==> config.mk <==
export PLATFORM = sky130hd
export DESIGN_NAME = thermal_throttle_hysteresis_core_flat
export DESIGN_NICKNAME = d
export VERILOG_FILES = /design/src/rtl/core/tth_pkg.sv /design/src/rtl/core/tth_if.sv /design/src/rtl/core/tth_decide.sv /design/src/rtl/core/thermal_throttle_hysteresis_core.sv /design/src/flat_wrapper.sv
export SDC_FILE = /design/constraint.sdc
export NUM_CORES = 1
export LEC_CHECK = 0
export ABC_AREA = 1
export BUFFER_PORTS_ARGS = -buffer_cell sky130_fd_sc_hd__buf_2
export CAP_MARGIN = 0
export CORE_MARGIN = 5
export CORE_UTILIZATION = 50
export DETAILED_ROUTE_END_ITERATION = 10
export PLACE_DENSITY_LB_ADDON = 0.15
export SYNTH_ARGS = -nofsm -noshare
export SYNTH_HDL_FRONTEND = slang
export SYNTH_HIERARCHICAL = 1
export SYNTH_SLANG_ARGS = --single-unit
==> constraint.sdc <==
create_clock -name clk -period 2.09 [get_ports clk]
set_input_delay 0.418 -clock clk [delete_from_list [all_inputs] [get_ports clk]]
set_output_delay 0.418 -clock clk [all_outputs]
set_load 0.05 [all_outputs]
==> src/rtl/core/tth_pkg.sv <==
// Package for the thermal throttle core: field widths, throttle level codes,
// configuration register indexes and the structs shared between modules.
// No dependencies.
package tth_pkg;

	localparam int TEMP_W = 8;
	localparam int FREQ_W = 22;
	localparam int LVL_W  = 2;
	localparam int CFG_IDX_W  = 3;
	localparam int CFG_DATA_W = FREQ_W;

	typedef logic [TEMP_W-1:0] temp_t;
	typedef logic [FREQ_W-1:0] freq_t;
	typedef logic [LVL_W-1:0]  lvl_t;

	localparam lvl_t LVL_NONE = 2'd0;
	localparam lvl_t LVL_LOW  = 2'd1;
	localparam lvl_t LVL_MID  = 2'd2;
	localparam lvl_t LVL_MAX  = 2'd3;

	typedef enum logic [CFG_IDX_W-1:0] {
		REG_CRIT_TEMP     = 3'd0,
		REG_LOW_TRIP      = 3'd1,
		REG_LOW_CLEAR     = 3'd2,
		REG_MID_TRIP      = 3'd3,
		REG_MID_CLEAR     = 3'd4,
		REG_MAX_TRIP      = 3'd5,
		REG_MAX_CLEAR     = 3'd6,
		REG_FALLBACK_FREQ = 3'd7
	} cfg_reg_t;

	localparam temp_t RST_CRIT_TEMP     = 8'd255;
	localparam temp_t RST_LOW_TRIP      = 8'd70;
	localparam temp_t RST_LOW_CLEAR     = 8'd64;
	localparam temp_t RST_MID_TRIP      = 8'd75;
	localparam temp_t RST_MID_CLEAR     = 8'd68;
	localparam temp_t RST_MAX_TRIP      = 8'd85;
	localparam temp_t RST_MAX_CLEAR     = 8'd73;
	localparam freq_t RST_FALLBACK_FREQ = 22'd1512000;

	// Threshold set handed to the decision logic.
	typedef struct packed {
		temp_t crit_temp;
		temp_t low_trip;
		temp_t low_clear;
		temp_t mid_trip;
		temp_t mid_clear;
		temp_t max_trip;
		temp_t max_clear;
		freq_t fallback_freq;
	} thresh_t;

	// One result item.
	typedef struct packed {
		logic  update;
		lvl_t  level;
		logic  restore;
		freq_t restore_freq;
		logic  shutdown;
	} result_t;

endpackage

==> src/rtl/core/tth_if.sv <==
// Channel interfaces for the thermal throttle core: sample input and result
// output, each a valid/ready handshake with its payload. Depends on tth_pkg.
interface tth_in_if;
	logic             valid;
	logic             ready;
	tth_pkg::temp_t   temp;
	tth_pkg::freq_t   policy_max_freq;
	logic             sample_ok;

	modport source (output valid, temp, policy_max_freq, sample_ok, input ready);
	modport sink (input valid, temp, policy_max_freq, sample_ok, output ready);
endinterface

interface tth_out_if;
	logic             valid;
	logic             ready;
	logic             update;
	tth_pkg::lvl_t    level;
	logic             restore;
	tth_pkg::freq_t   restore_freq;
	logic             shutdown;

	modport source (output valid, update, level, restore, restore_freq, shutdown,
		input ready);
	modport sink (input valid, update, level, restore, restore_freq, shutdown,
		output ready);
endinterface

==> src/rtl/core/tth_decide.sv <==
// Combinational throttle decision for one sample: shutdown check, ceiling
// save and the prioritized trip/clear rules. Depends on tth_pkg.
module tth_decide (
	input  tth_pkg::thresh_t th,
	input  tth_pkg::temp_t   temp,
	input  logic             sample_ok,
	input  tth_pkg::lvl_t    cur_level,
	input  tth_pkg::freq_t   saved_ceiling,
	output tth_pkg::result_t res,
	output tth_pkg::lvl_t    next_level,
	output logic             save_ceiling
);
	import tth_pkg::*;

	logic shut;
	lvl_t base_lvl;
	lvl_t lvl;
	logic upd;
	logic rst;

	assign shut     = (temp >= th.crit_temp);
	// Shutdown forces the top level before any rule is looked at.
	assign base_lvl = shut ? LVL_MAX : cur_level;

	always_comb begin
		upd = 1'b0;
		rst = 1'b0;
		lvl = base_lvl;
		if (temp >= th.low_trip && temp < th.mid_trip && base_lvl < LVL_LOW) begin
			upd = 1'b1;
			lvl = LVL_LOW;
		end else if (temp < th.low_clear && base_lvl > LVL_NONE) begin
			upd = 1'b1;
			rst = 1'b1;
			lvl = LVL_NONE;
		end else if (temp >= th.mid_trip && temp < th.max_trip && base_lvl < LVL_MID) begin
			upd = 1'b1;
			lvl = LVL_MID;
		end else if (temp < th.mid_clear && base_lvl > LVL_LOW) begin
			upd = 1'b1;
			lvl = LVL_LOW;
		end else if (temp >= th.max_trip) begin
			upd = 1'b1;
			lvl = LVL_MAX;
		end else if (temp < th.max_clear && base_lvl > LVL_MID) begin
			upd = 1'b1;
			lvl = LVL_MID;
		end
	end

	// A restore only happens from a throttled level, where no new ceiling is
	// saved, so the stored ceiling (or the fallback frequency when none is stored) is handed back.
	always_comb begin
		res          = '0;
		res.level    = cur_level;
		next_level   = cur_level;
		save_ceiling = 1'b0;
		if (sample_ok) begin
			res.update   = upd;
			res.level    = lvl;
			res.restore  = rst;
			res.shutdown = shut;
			if (rst) begin
				res.restore_freq = (saved_ceiling != '0) ? saved_ceiling : th.fallback_freq;
			end
			next_level   = lvl;
			save_ceiling = (base_lvl == LVL_NONE);
		end
	end

endmodule

==> src/rtl/core/thermal_throttle_hysteresis_core.sv <==
// Thermal throttle core with hysteresis. A sample is taken into stage 1
// and its result is registered in stage 2, which drives the output channel.
// Throughput: one sample per cycle while the output is not stalled; the level
// feedback is committed as a result moves into stage 2. Reset (arst_n low,
// asynchronous) loads the default thresholds, clears the throttle level and
// the saved ceiling, and empties both pipeline stages. Depends on tth_pkg, tth_if and tth_decide.
module thermal_throttle_hysteresis_core (
	input  logic                     clk,
	input  logic                     arst_n,
	input  logic                     cfg_we,
	input  logic [tth_pkg::CFG_IDX_W-1:0]  cfg_index,
	input  logic [tth_pkg::CFG_DATA_W-1:0] cfg_data,
	tth_in_if.sink                   in_ch,
	tth_out_if.source                out_ch
);
	import tth_pkg::*;

	// Configuration registers.
	thresh_t th_q;

	// Throttle state.
	lvl_t  level_q;
	freq_t saved_q;

	// Stage 1 holds the accepted sample.
	logic  v_s1;
	temp_t temp_s1;
	freq_t freq_s1;
	logic  ok_s1;

	// Stage 2 is the result register that drives the output channel.
	logic    v_s2;
	result_t res_s2;

	// Decision outputs.
	result_t res_d;
	lvl_t    next_level;
	logic    save_ceiling;

	logic adv_s2;
	logic adv_s1;
	logic fire_s1;

	// Each stage moves whenever it is empty or the one after it is moving, so
	// a waiting result stops a new sample from being taken only once stage 1 is full.
	assign adv_s2  = !v_s2 || out_ch.ready;
	assign adv_s1  = !v_s1 || adv_s2;
	assign fire_s1 = v_s1 && adv_s2;
	assign in_ch.ready = adv_s1;

	always_ff @(posedge clk or negedge arst_n) begin
		if (!arst_n) begin
			th_q.crit_temp     <= RST_CRIT_TEMP;
			th_q.low_trip      <= RST_LOW_TRIP;
			th_q.low_clear     <= RST_LOW_CLEAR;
			th_q.mid_trip      <= RST_MID_TRIP;
			th_q.mid_clear     <= RST_MID_CLEAR;
			th_q.max_trip      <= RST_MAX_TRIP;
			th_q.max_clear     <= RST_MAX_CLEAR;
			th_q.fallback_freq <= RST_FALLBACK_FREQ;
		end else if (cfg_we) begin
			case (cfg_reg_t'(cfg_index))
				REG_CRIT_TEMP:     th_q.crit_temp     <= cfg_data[TEMP_W-1:0];
				REG_LOW_TRIP:      th_q.low_trip      <= cfg_data[TEMP_W-1:0];
				REG_LOW_CLEAR:     th_q.low_clear     <= cfg_data[TEMP_W-1:0];
				REG_MID_TRIP:      th_q.mid_trip      <= cfg_data[TEMP_W-1:0];
				REG_MID_CLEAR:     th_q.mid_clear     <= cfg_data[TEMP_W-1:0];
				REG_MAX_TRIP:      th_q.max_trip      <= cfg_data[TEMP_W-1:0];
				REG_MAX_CLEAR:     th_q.max_clear     <= cfg_data[TEMP_W-1:0];
				REG_FALLBACK_FREQ: th_q.fallback_freq <= cfg_data[FREQ_W-1:0];
				default: begin
				end
			endcase
		end
	end

	// The decision reads the sample from stage 1 and the current state.
	tth_decide u_decide (
		.th            (th_q),
		.temp          (temp_s1),
		.sample_ok     (ok_s1),
		.cur_level     (level_q),
		.saved_ceiling (saved_q),
		.res           (res_d),
		.next_level    (next_level),
		.save_ceiling  (save_ceiling)
	);

	// State is committed in the same cycle the sample moves into stage 2, so
	// the next sample in stage 1 already sees the updated level.
	always_ff @(posedge clk or negedge arst_n) begin
		if (!arst_n) begin
			level_q <= LVL_NONE;
			saved_q <= '0;
		end else if (fire_s1) begin
			level_q <= next_level;
			if (save_ceiling) begin
				saved_q <= freq_s1;
			end
		end
	end

	always_ff @(posedge clk or negedge arst_n) begin
		if (!arst_n) begin
			v_s1 <= 1'b0;
		end else if (adv_s1) begin
			v_s1 <= in_ch.valid;
		end
	end

	always_ff @(posedge clk) begin
		if (adv_s1 && in_ch.valid) begin
			temp_s1 <= in_ch.temp;
			freq_s1 <= in_ch.policy_max_freq;
			ok_s1   <= in_ch.sample_ok;
		end
	end

	always_ff @(posedge clk or negedge arst_n) begin
		if (!arst_n) begin
			v_s2 <= 1'b0;
		end else if (adv_s2) begin
			v_s2 <= v_s1;
		end
	end

	always_ff @(posedge clk) begin
		if (fire_s1) begin
			res_s2 <= res_d;
		end
	end

	assign out_ch.valid        = v_s2;
	assign out_ch.update       = res_s2.update;
	assign out_ch.level        = res_s2.level;
	assign out_ch.restore      = res_s2.restore;
	assign out_ch.restore_freq = res_s2.restore_freq;
	assign out_ch.shutdown     = res_s2.shutdown;

endmodule

==> src/flat_wrapper.sv <==
// flat-port wrapper written by rule: the top's interface ports become plain ports
module thermal_throttle_hysteresis_core_flat import tth_pkg::*;
  (clk, arst_n, cfg_we, cfg_index, cfg_data, in_ch_valid, in_ch_temp, in_ch_policy_max_freq, in_ch_sample_ok, in_ch_ready, out_ch_valid, out_ch_update, out_ch_level, out_ch_restore, out_ch_restore_freq, out_ch_shutdown, out_ch_ready);
  tth_in_if in_ch_i ();
  tth_out_if out_ch_i ();
  input  logic clk;
  input  logic arst_n;
  input  logic cfg_we;
  input  logic [tth_pkg::CFG_IDX_W-1:0] cfg_index;
  input  logic [tth_pkg::CFG_DATA_W-1:0] cfg_data;
  input wire logic [$bits(in_ch_i.valid)-1:0] in_ch_valid;
  input wire logic [$bits(in_ch_i.temp)-1:0] in_ch_temp;
  input wire logic [$bits(in_ch_i.policy_max_freq)-1:0] in_ch_policy_max_freq;
  input wire logic [$bits(in_ch_i.sample_ok)-1:0] in_ch_sample_ok;
  output wire logic [$bits(in_ch_i.ready)-1:0] in_ch_ready;
  output wire logic [$bits(out_ch_i.valid)-1:0] out_ch_valid;
  output wire logic [$bits(out_ch_i.update)-1:0] out_ch_update;
  output wire logic [$bits(out_ch_i.level)-1:0] out_ch_level;
  output wire logic [$bits(out_ch_i.restore)-1:0] out_ch_restore;
  output wire logic [$bits(out_ch_i.restore_freq)-1:0] out_ch_restore_freq;
  output wire logic [$bits(out_ch_i.shutdown)-1:0] out_ch_shutdown;
  input wire logic [$bits(out_ch_i.ready)-1:0] out_ch_ready;
  assign in_ch_i.valid = in_ch_valid;
  assign in_ch_i.temp = in_ch_temp;
  assign in_ch_i.policy_max_freq = in_ch_policy_max_freq;
  assign in_ch_i.sample_ok = in_ch_sample_ok;
  assign in_ch_ready = in_ch_i.ready;
  assign out_ch_valid = out_ch_i.valid;
  assign out_ch_update = out_ch_i.update;
  assign out_ch_level = out_ch_i.level;
  assign out_ch_restore = out_ch_i.restore;
  assign out_ch_restore_freq = out_ch_i.restore_freq;
  assign out_ch_shutdown = out_ch_i.shutdown;
  assign out_ch_i.ready = out_ch_ready;
  thermal_throttle_hysteresis_core u_core (.clk(clk), .arst_n(arst_n), .cfg_we(cfg_we), .cfg_index(cfg_index), .cfg_data(cfg_data), .in_ch(in_ch_i), .out_ch(out_ch_i));
endmodule
==> impl_summary.md, run 1 <==
Run status
The flow ran to the end, but the final reports show violations. The checks that failed: negative setup slack.

STA
Setup violations remaining at the end of the flow were counted as 5. Across the routed clock network, the largest skew measured is 0.0118 ns. The final critical path time including I/O delays and setup is 2.10 ns. The total count of hold-check failures in the final report was 0. The final sum of negative setup slack is -0.0139 ns. The number of max-slew violations in the final report came to 0. For this run, the top clock speed supported by timing is 476 MHz.

The fraction of the cycle the final worst path needs is 101%. The pin slew with the least headroom to its limit is 0.537 ns. The worst slew margin relative to its limit is 63.9%.

The worst path setup slack after routing is -0.0108 ns. Setup repair after global routing could not meet its margin everywhere.

Setup path
The category of the worst setup path launch point is a flop. Measured in cells, the most critical reg-to-reg path has a length of 9. The buffer and inverter count on the worst path is 2. The critical path runs through a total of 9 cells.

Following the worst setup path forward leads to its endpoint at u_core/out_ch.restore_freq[7]. The signal arrival time at the worst endpoint is 2.28 ns. The kind of critical path is flop to flop.

The endpoint identified for the worst register-to-register timing path is u_core/out_ch.restore_freq[7]. Data on the critical path is required at its endpoint by 2.27 ns. The largest single stage delay on the critical path is 0.52 ns. The signal on the critical path passes through ha_1 > a21oi_1 > nand2_1 > nand2_2 > nand4_4 > buf_6 > nand3_2 > buf_12 > nor2_1.

The worst setup path is captured at a flop. Grouping stages by cell kind, the critical path spends the most delay in flip-flops. The startpoint identified for the worst register-to-register timing path is u_core/temp_s1[3]. The critical path starts at u_core/temp_s1[3]. Among all stages on the critical path, the largest delay is contributed by sky130_fd_sc_hd__edfxtp_1. Of all nets on the critical path, the largest fanout is 23.

The worst-case register-to-register setup slack is -0.01 ns.

Placement
The number of port buffers is 89. The worst setup slack after placement is -0.0614 ns. Routability-driven placement finished with a final weighted congestion of 0.890.

In this run the cell area measured after placement is 8780 µm². The HPWL after detailed placement is 13400 µm.

Synth
Among all cell types in the netlist, the one instantiated most often is sky130_fd_sc_hd__nand2_1. The complex-gate fraction of the synthesized area is 5.78%. The average cell area after synthesis is 9.15 µm². The number of flops mapped to enable cells by yosys is 58. The main combinational cell family by area after synthesis is simple AND/OR/NAND/NOR gates. Ranked by instance count, the synthesized netlist is headed by sky130_fd_sc_hd__nand2_1, sky130_fd_sc_hd__inv_1, sky130_fd_sc_hd__dfrtp_1, sky130_fd_sc_hd__edfxtp_1, sky130_fd_sc_hd__ha_1. The adder-cell area share of the yosys netlist is 8.40%.

The count of mapped cells out of synthesis is 863. The post-synthesis cell type with the largest combined area is sky130_fd_sc_hd__dfrtp_1. Yosys printed 6 warnings. Summing the areas of all and, or, nand and nor instances in the mapped netlist gives 24.3% of the synthesized area.

In the synthesized netlist, mux cells make up 0% of the area. The parity-gate share of the synthesized area counting xor and xnor cells is 0%. After synthesis, the cell types taking the most area are sky130_fd_sc_hd__dfrtp_1, sky130_fd_sc_hd__edfxtp_1, sky130_fd_sc_hd__nand2_1.

After synthesis, the netlist uses 33 different library cells. After synthesis, flip-flops and latches occupy 55.5% of the total area. The predominant post-synthesis flop cell is sky130_fd_sc_hd__dfrtp_1.

The number of register bits inferred by synthesis is 162. The post-synthesis async set-or-reset flop share is 64.2%. The area of the mapped netlist is 7900 µm². The number of nets in the synthesized netlist is 977. Summed over its instances, the top area cell type makes up 22.8% of the synthesized netlist area.

Finish
The area of all placed cells without fillers is 9680 µm². The number of nets in the layout is 1094. In the final layout, the share of cells above drive strength 1 is 27.5%. Compared with the post-synthesis result, the final layout area differs by 22.5%. The repair_antennas step left the layout with diodes totalling 0.

The total of fill cells in the finished design is 1348. Measured on the finished design, the core utilization comes to 61.6%.

Drt
The pre-antenna-repair detailed-routing pass consisted of 5 iterations. The per-cell via count in the routed design is 5.03. For this block, the initial DRC count from the detailed router was 468.

The average wire per standard cell is 15.7 µm. The count of nets left with antenna violations once routing finished came out at 0. The final layout contains routed wiring with a total length of 19000 µm. For this run, design rule violations remaining after detail routing come to 0. The detailed-route via count is 6082.

Clock network
The clock-pin transition on the worst setup and hold timing paths is 0.07 ns. The library cell used as clock root buffer is sky130_fd_sc_hd__clkbuf_16. TritonCTS built the clock tree.

The clock insertion delay at the later pin of the skew report is 0.43 ns. Clock tree synthesis found a total of 162 sinks. The level count of the clock H-tree is 4. The maximum buffer depth of the clock tree is 2. The total clock buffers created by CTS is 17.

Hold path
The worst min-delay path class is input port to flop. The worst hold path begins at in_ch_policy_max_freq[10].

Pwr
Summed over all cells, the static leakage comes to 0.00468 µW. Dividing total power by cell area gives a power density of 1080 nW/µm². The worst ir drop on vdd is 0.000691 V.

The sum of internal, switching and leakage power is 10500 µW.

Job
The number of max-capacitance violations reported is 0.

Die
The full die area is 18400 µm². The count of boundary I/O pins is 90. The total number of placement rows is 46. From left edge to right edge, the die measures 136 µm. After floorplanning, the core was sized to cover 15700 µm². The effective utilization at floorplan is 50.3%.

From bottom edge to top edge, the die measures 136 µm.

GRT
Summed over all layers, the global routing overflow is 0. Entering global routing, the biggest net connects 38 pins. The global-route wire length before repair is 30000 µm.

The via count of the first global-routing pass was 5790. For this run, the total global-route usage over all layers was measured as 21.2%. The initial antenna violation count came to 0.
-- timing repair --
action	in CTS	in global routing
buffers inserted	0	4
hold buffers	1	0
endpoints found under the setup margin	29	50
gates resized for setup	6	54
endpoints found under the hold margin	27	0
pin swaps	3	18
cloned	0	0
-- area by class of cell --
type | count | area [µm²] | area share (%)
Clock buffer | 17 | 425 | 4.40
Sequential cell | 162 | 4380 | 45.3
Multi-Input combinational cell | 587 | 3300 | 34.1
Inverter | 85 | 323 | 3.34
Clock inverter | 15 | 154 | 1.59
Timing Repair Buffer | 127 | 816 | 8.43
Tap cell | 216 | 270 | 2.79
-- per-stage QoR --
stage / hold slack [ns] / instances
after floorplan: 0.122 / 863
after global placement: 0.432 / 1172
after detailed placement: 0.431 / 1172
after CTS: 0.145 / 1205
after global routing: 0.148 / 1209
final: 0.161 / 1209
-- routing by layer --
layer	vias to the layer above	wire length [µm]	track usage, %
met3	30	735	3.45
met4	0	342	6.89
met2	123	9110	34.2
met1	2911	8770	29.5
met5	-	0	0
li1	3018	-	-
-- registers in the layout, summed over array words and instances, names as in the netlist --
signal,cells
u_core/out_ch.restore,1
u_core/freq_s1,22
u_core/out_ch.level,2
u_core/out_ch.valid,1
u_core/ok_s1,1
u_core/level_q,2
u_core/th_q,78
u_core/out_ch.shutdown,1
u_core/out_ch.update,1
u_core/temp_s1,8
u_core/out_ch.restore_freq,22
u_core/saved_q,22
u_core/v_s1,1
-- how the worst min path moves through the flow --
stage / end / slack [ns] / cells past startpoint
finish: u_core/freq_s1[10] / 0.16 / 1
floorplan: u_core/level_q[0] / 0.12 / 0
global route: u_core/freq_s1[0] / 0.15 / 1
detailed placement: u_core/th_q[26] / 0.43 / 1
CTS: u_core/freq_s1[0] / 0.15 / 1
global placement: u_core/th_q[26] / 0.43 / 1
-- cells by family after synthesis --
logic type,after synthesis
AOI/OAI and AO/OA,81
adders and majority gates,53
buffers and inverters,114
DFF,162
and+or+nand+nor,453
-- placed cells by master, fill, tap and decap left out, types with 9 or more instances in the layout --
master	count
sky130_fd_sc_hd__nor2_4	10
sky130_fd_sc_hd__clkbuf_16	17
sky130_fd_sc_hd__dfstp_2	32
sky130_fd_sc_hd__ha_4	9
sky130_fd_sc_hd__a21oi_1	26
sky130_fd_sc_hd__inv_1	80
sky130_fd_sc_hd__edfxtp_1	58
sky130_fd_sc_hd__buf_2	88
sky130_fd_sc_hd__a21oi_2	22
sky130_fd_sc_hd__nor2_1	30
sky130_fd_sc_hd__nand4_1	27
sky130_fd_sc_hd__nand2_2	9
sky130_fd_sc_hd__dfrtp_1	72
sky130_fd_sc_hd__nand2_1	334
sky130_fd_sc_hd__o21ai_0	26
sky130_fd_sc_hd__ha_1	44
sky130_fd_sc_hd__buf_4	26
sky130_fd_sc_hd__nor2_2	19
-- where the power goes --
part	switching, µW	internal [µW]
sequential	452	4090
combinational	1830	1050
clock	1300	1770
-- worst register-to-register path, cell delays in order (launching register included) --
cell and delay (ns):
sky130_fd_sc_hd__edfxtp_1 0.52, sky130_fd_sc_hd__ha_1 0.35, sky130_fd_sc_hd__a21oi_1 0.18, sky130_fd_sc_hd__nand2_1 0.09, sky130_fd_sc_hd__nand2_2 0.11, sky130_fd_sc_hd__nand4_4 0.11
sky130_fd_sc_hd__buf_6 0.15, sky130_fd_sc_hd__nand3_2 0.08, sky130_fd_sc_hd__buf_12 0.19, sky130_fd_sc_hd__nor2_1 0.09
No activity file was read; power rests on OpenSTA's default activity.
==> run 2, diff against run 1 <==
- CORE_UTILIZATION: 50 -> 45
==> impl_summary.md, run 2 (same netlist as run 1, synthesis figures left out) <==
Run status
The flow ran to the end, but the final reports show violations. The checks that failed: negative setup slack.

Finish
Summing all multi-input logic gate instances after layout gives 3440 µm². Summing all flip-flop and latch instances after layout gives 4380 µm². The register with the most flip-flops in the layout has 78 of them. Of the cells placed in the final design, the portion with a size suffix greater than 1 is 30.1%. The layout overhead on the synthesized area is 25.9%. Once layout is complete, the utilization of the core stands at 57.7%. The total of fill cells in the finished design is 1516. The library cell used most frequently in the layout, excluding fill and tap cells, is sky130_fd_sc_hd__nand2_1. Counting flops per register, the top entry is u_core/th_q. 0 antenna diodes ended up in the layout.

In the layout the commonest cells are sky130_fd_sc_hd__nand2_1, sky130_fd_sc_hd__buf_2, sky130_fd_sc_hd__inv_1, sky130_fd_sc_hd__dfrtp_1, sky130_fd_sc_hd__edfxtp_1. For this run, the post-layout net count is 1100.

STA
Derived from the worst setup path, the maximum achievable clock frequency is 473 MHz. The smallest clock period supported by the final layout is computed as 2.12 ns. Hold timing on the final database bottoms out at a slack of 0.157 ns.

Setup repair after global routing could not meet its margin everywhere. The number of max-slew violations in the final report came to 0. Headroom to the max-slew limit came out at 62.2%. The final critical path takes up 101% of the cycle. At the pin with the least slew margin, the transition time is 0.565 ns. The final sum of negative setup slack is -0.319 ns. The worst path setup slack after routing is -0.0253 ns. The worst clock skew is 0.0121 ns. The total count of hold-check failures in the final report is 0. Setup violations remaining at the end of the flow were counted as 24.

Die
Pin placement for this block handled 90 I/O pins. For this configuration, the core starts out at a cell density of 45.8%. The full die area is 20300 µm².

Measured along the x axis, the die boundary spans 142 µm. After floorplanning, the core was divided into 48 placement rows. In this run the vertical extent of the chip is 142 µm.

The core region is 17200 µm².

Hold path
The endpoint of the worst hold-timing path is u_core/freq_s1[16]. The min-delay analysis places its worst path in the category input port to flop. Counting instances, the worst hold path has a depth of 1. The source of the worst hold timing path is in_ch_policy_max_freq[16].

Setup path
STA classifies the critical path endpoint as a flop. In this run the critical register-to-register path is captured at u_core/out_ch.restore_freq[7]. The startpoint of the most critical setup path is u_core/th_q[75].

The signal arrival time at the worst endpoint is 2.31 ns. The critical path is of the flop to flop type. The required time of the worst setup path is 2.28 ns. The cell count of the worst reg-to-reg path is 10.

The worst-case register-to-register setup slack is -0.03 ns. The startpoint of the worst register-to-register path is u_core/th_q[75]. STA classifies the critical path startpoint as a flop. The maximum net fanout on the critical path is 6.

Clock network
The clock-pin transition on the worst setup and hold timing paths is 0.07 ns. The tree is rooted in a sky130_fd_sc_hd__clkbuf_16. The clock insertion delay at the later pin of the skew report is 0.43 ns.

The clock sink total is 162. The H-tree generated during clock tree synthesis spans 4 levels. The TritonCTS clock tree is yes. The total clock buffers created by CTS is 17. The maximum buffer depth of the clock tree is 2.

Placement
In this run the tool buffered the top-level ports with 89 buffer cells. After legalization and detailed placement, the total HPWL measured 14000 µm. The final weighted congestion in routability-driven placement is 0.851. The worst setup slack after placement is -0.0626 ns.

Drt
After detailed routing, the number of remaining DRC violations is 0. The routed wire length is 20500 µm. Summing over every cut layer, the via total after detailed routing is 6182.

The number of iterations in the first detailed-routing pass is 5. The detailed router finished its first iteration with 384 violations. The post-detailed-route count of antenna-violating nets is 0.

The per-cell via count in the routed design is 5.05. The average wire per standard cell is 16.7 µm.

GRT
The combined global-route utilization of all metal layers is 20.1%. The overflow left after global routing is 0. The via count of the first global-routing pass came to 5909. The first global-routing pass estimated 31400 µm of wire. Entering global routing, the biggest net connects 39 pins. The initial antenna violation count came to 0.

Job
The number of max-capacitance violations reported is 0.

Pwr
For this design the ratio of total power to cell area is 1090 nW/µm². VDD sags by at most 0.000646 V. The static leakage is 0.00476 µW.
## run 2: worst max-delay path by stage
stage,end,slack (ns),cells after the start
2_1_floorplan,u_core/out_ch.level[1],0.04,10
3_3_place_gp,u_core/out_ch.update,-0.06,13
3_5_place_dp,u_core/out_ch.update,-0.06,13
4_1_cts,u_core/out_ch.restore_freq[1],-0.0005,8
5_1_grt,u_core/level_q[0],-0.12,14
6_report,u_core/out_ch.restore_freq[7],-0.03,10
## run 2: metrics by stage
stage,cell area [µm²],total power (µW),cells
after CTS,9500,10500,1215
after global placement,8800,7170,1181
after floorplan,7920,6380,863
after detailed placement,8800,7240,1181
after global routing,9950,11500,1224
final,9950,10900,1224
## run 2: worst max-delay path, cell delays in order, from the launching register on
cell and delay (ns):
sky130_fd_sc_hd__dfstp_2 0.54, sky130_fd_sc_hd__inv_2 0.04, sky130_fd_sc_hd__ha_4 0.24, sky130_fd_sc_hd__a21oi_4 0.17, sky130_fd_sc_hd__nor2_4 0.06, sky130_fd_sc_hd__nor2_4 0.15, sky130_fd_sc_hd__nand4_4 0.14, sky130_fd_sc_hd__buf_6 0.17
sky130_fd_sc_hd__nand3_4 0.14, sky130_fd_sc_hd__clkbuf_16 0.17, sky130_fd_sc_hd__nor2_1 0.04
## run 2: final cells by class
type | count | share of cell area (%)
clock inverter | 15 | 1.84
multi-input combinational | 587 | 34.6
clock buffer | 17 | 4.28
tap | 225 | 2.83
sequential | 162 | 44.1
inverter | 85 | 3.24
timing repair buffer | 133 | 9.18
## run 2: per-layer routing
metal	part of all wire [%]	GRT usage, %
met5	0	0
met2	46	31.0
met3	5.6	4.03
met4	1.3	5.40
met1	47	29.2
## run 2: timing repair
action | CTS | global route
hold buffers | 1 | 0
endpoints found under the hold margin | 25 | 0
buffers inserted | 1 | 7
pin swaps | 14 | 35
cloned | 0 | 2
endpoints found under the setup margin | 29 | 50
gates resized for setup | 20 | 80
## run 2: power by group
group	switching [µW]	leakage, µW	internal [µW]
logic	1980	0.00265	1150
clock network	1470	0.000300	1730
registers	466	0.00181	4090
total	3920	0.00476	6960
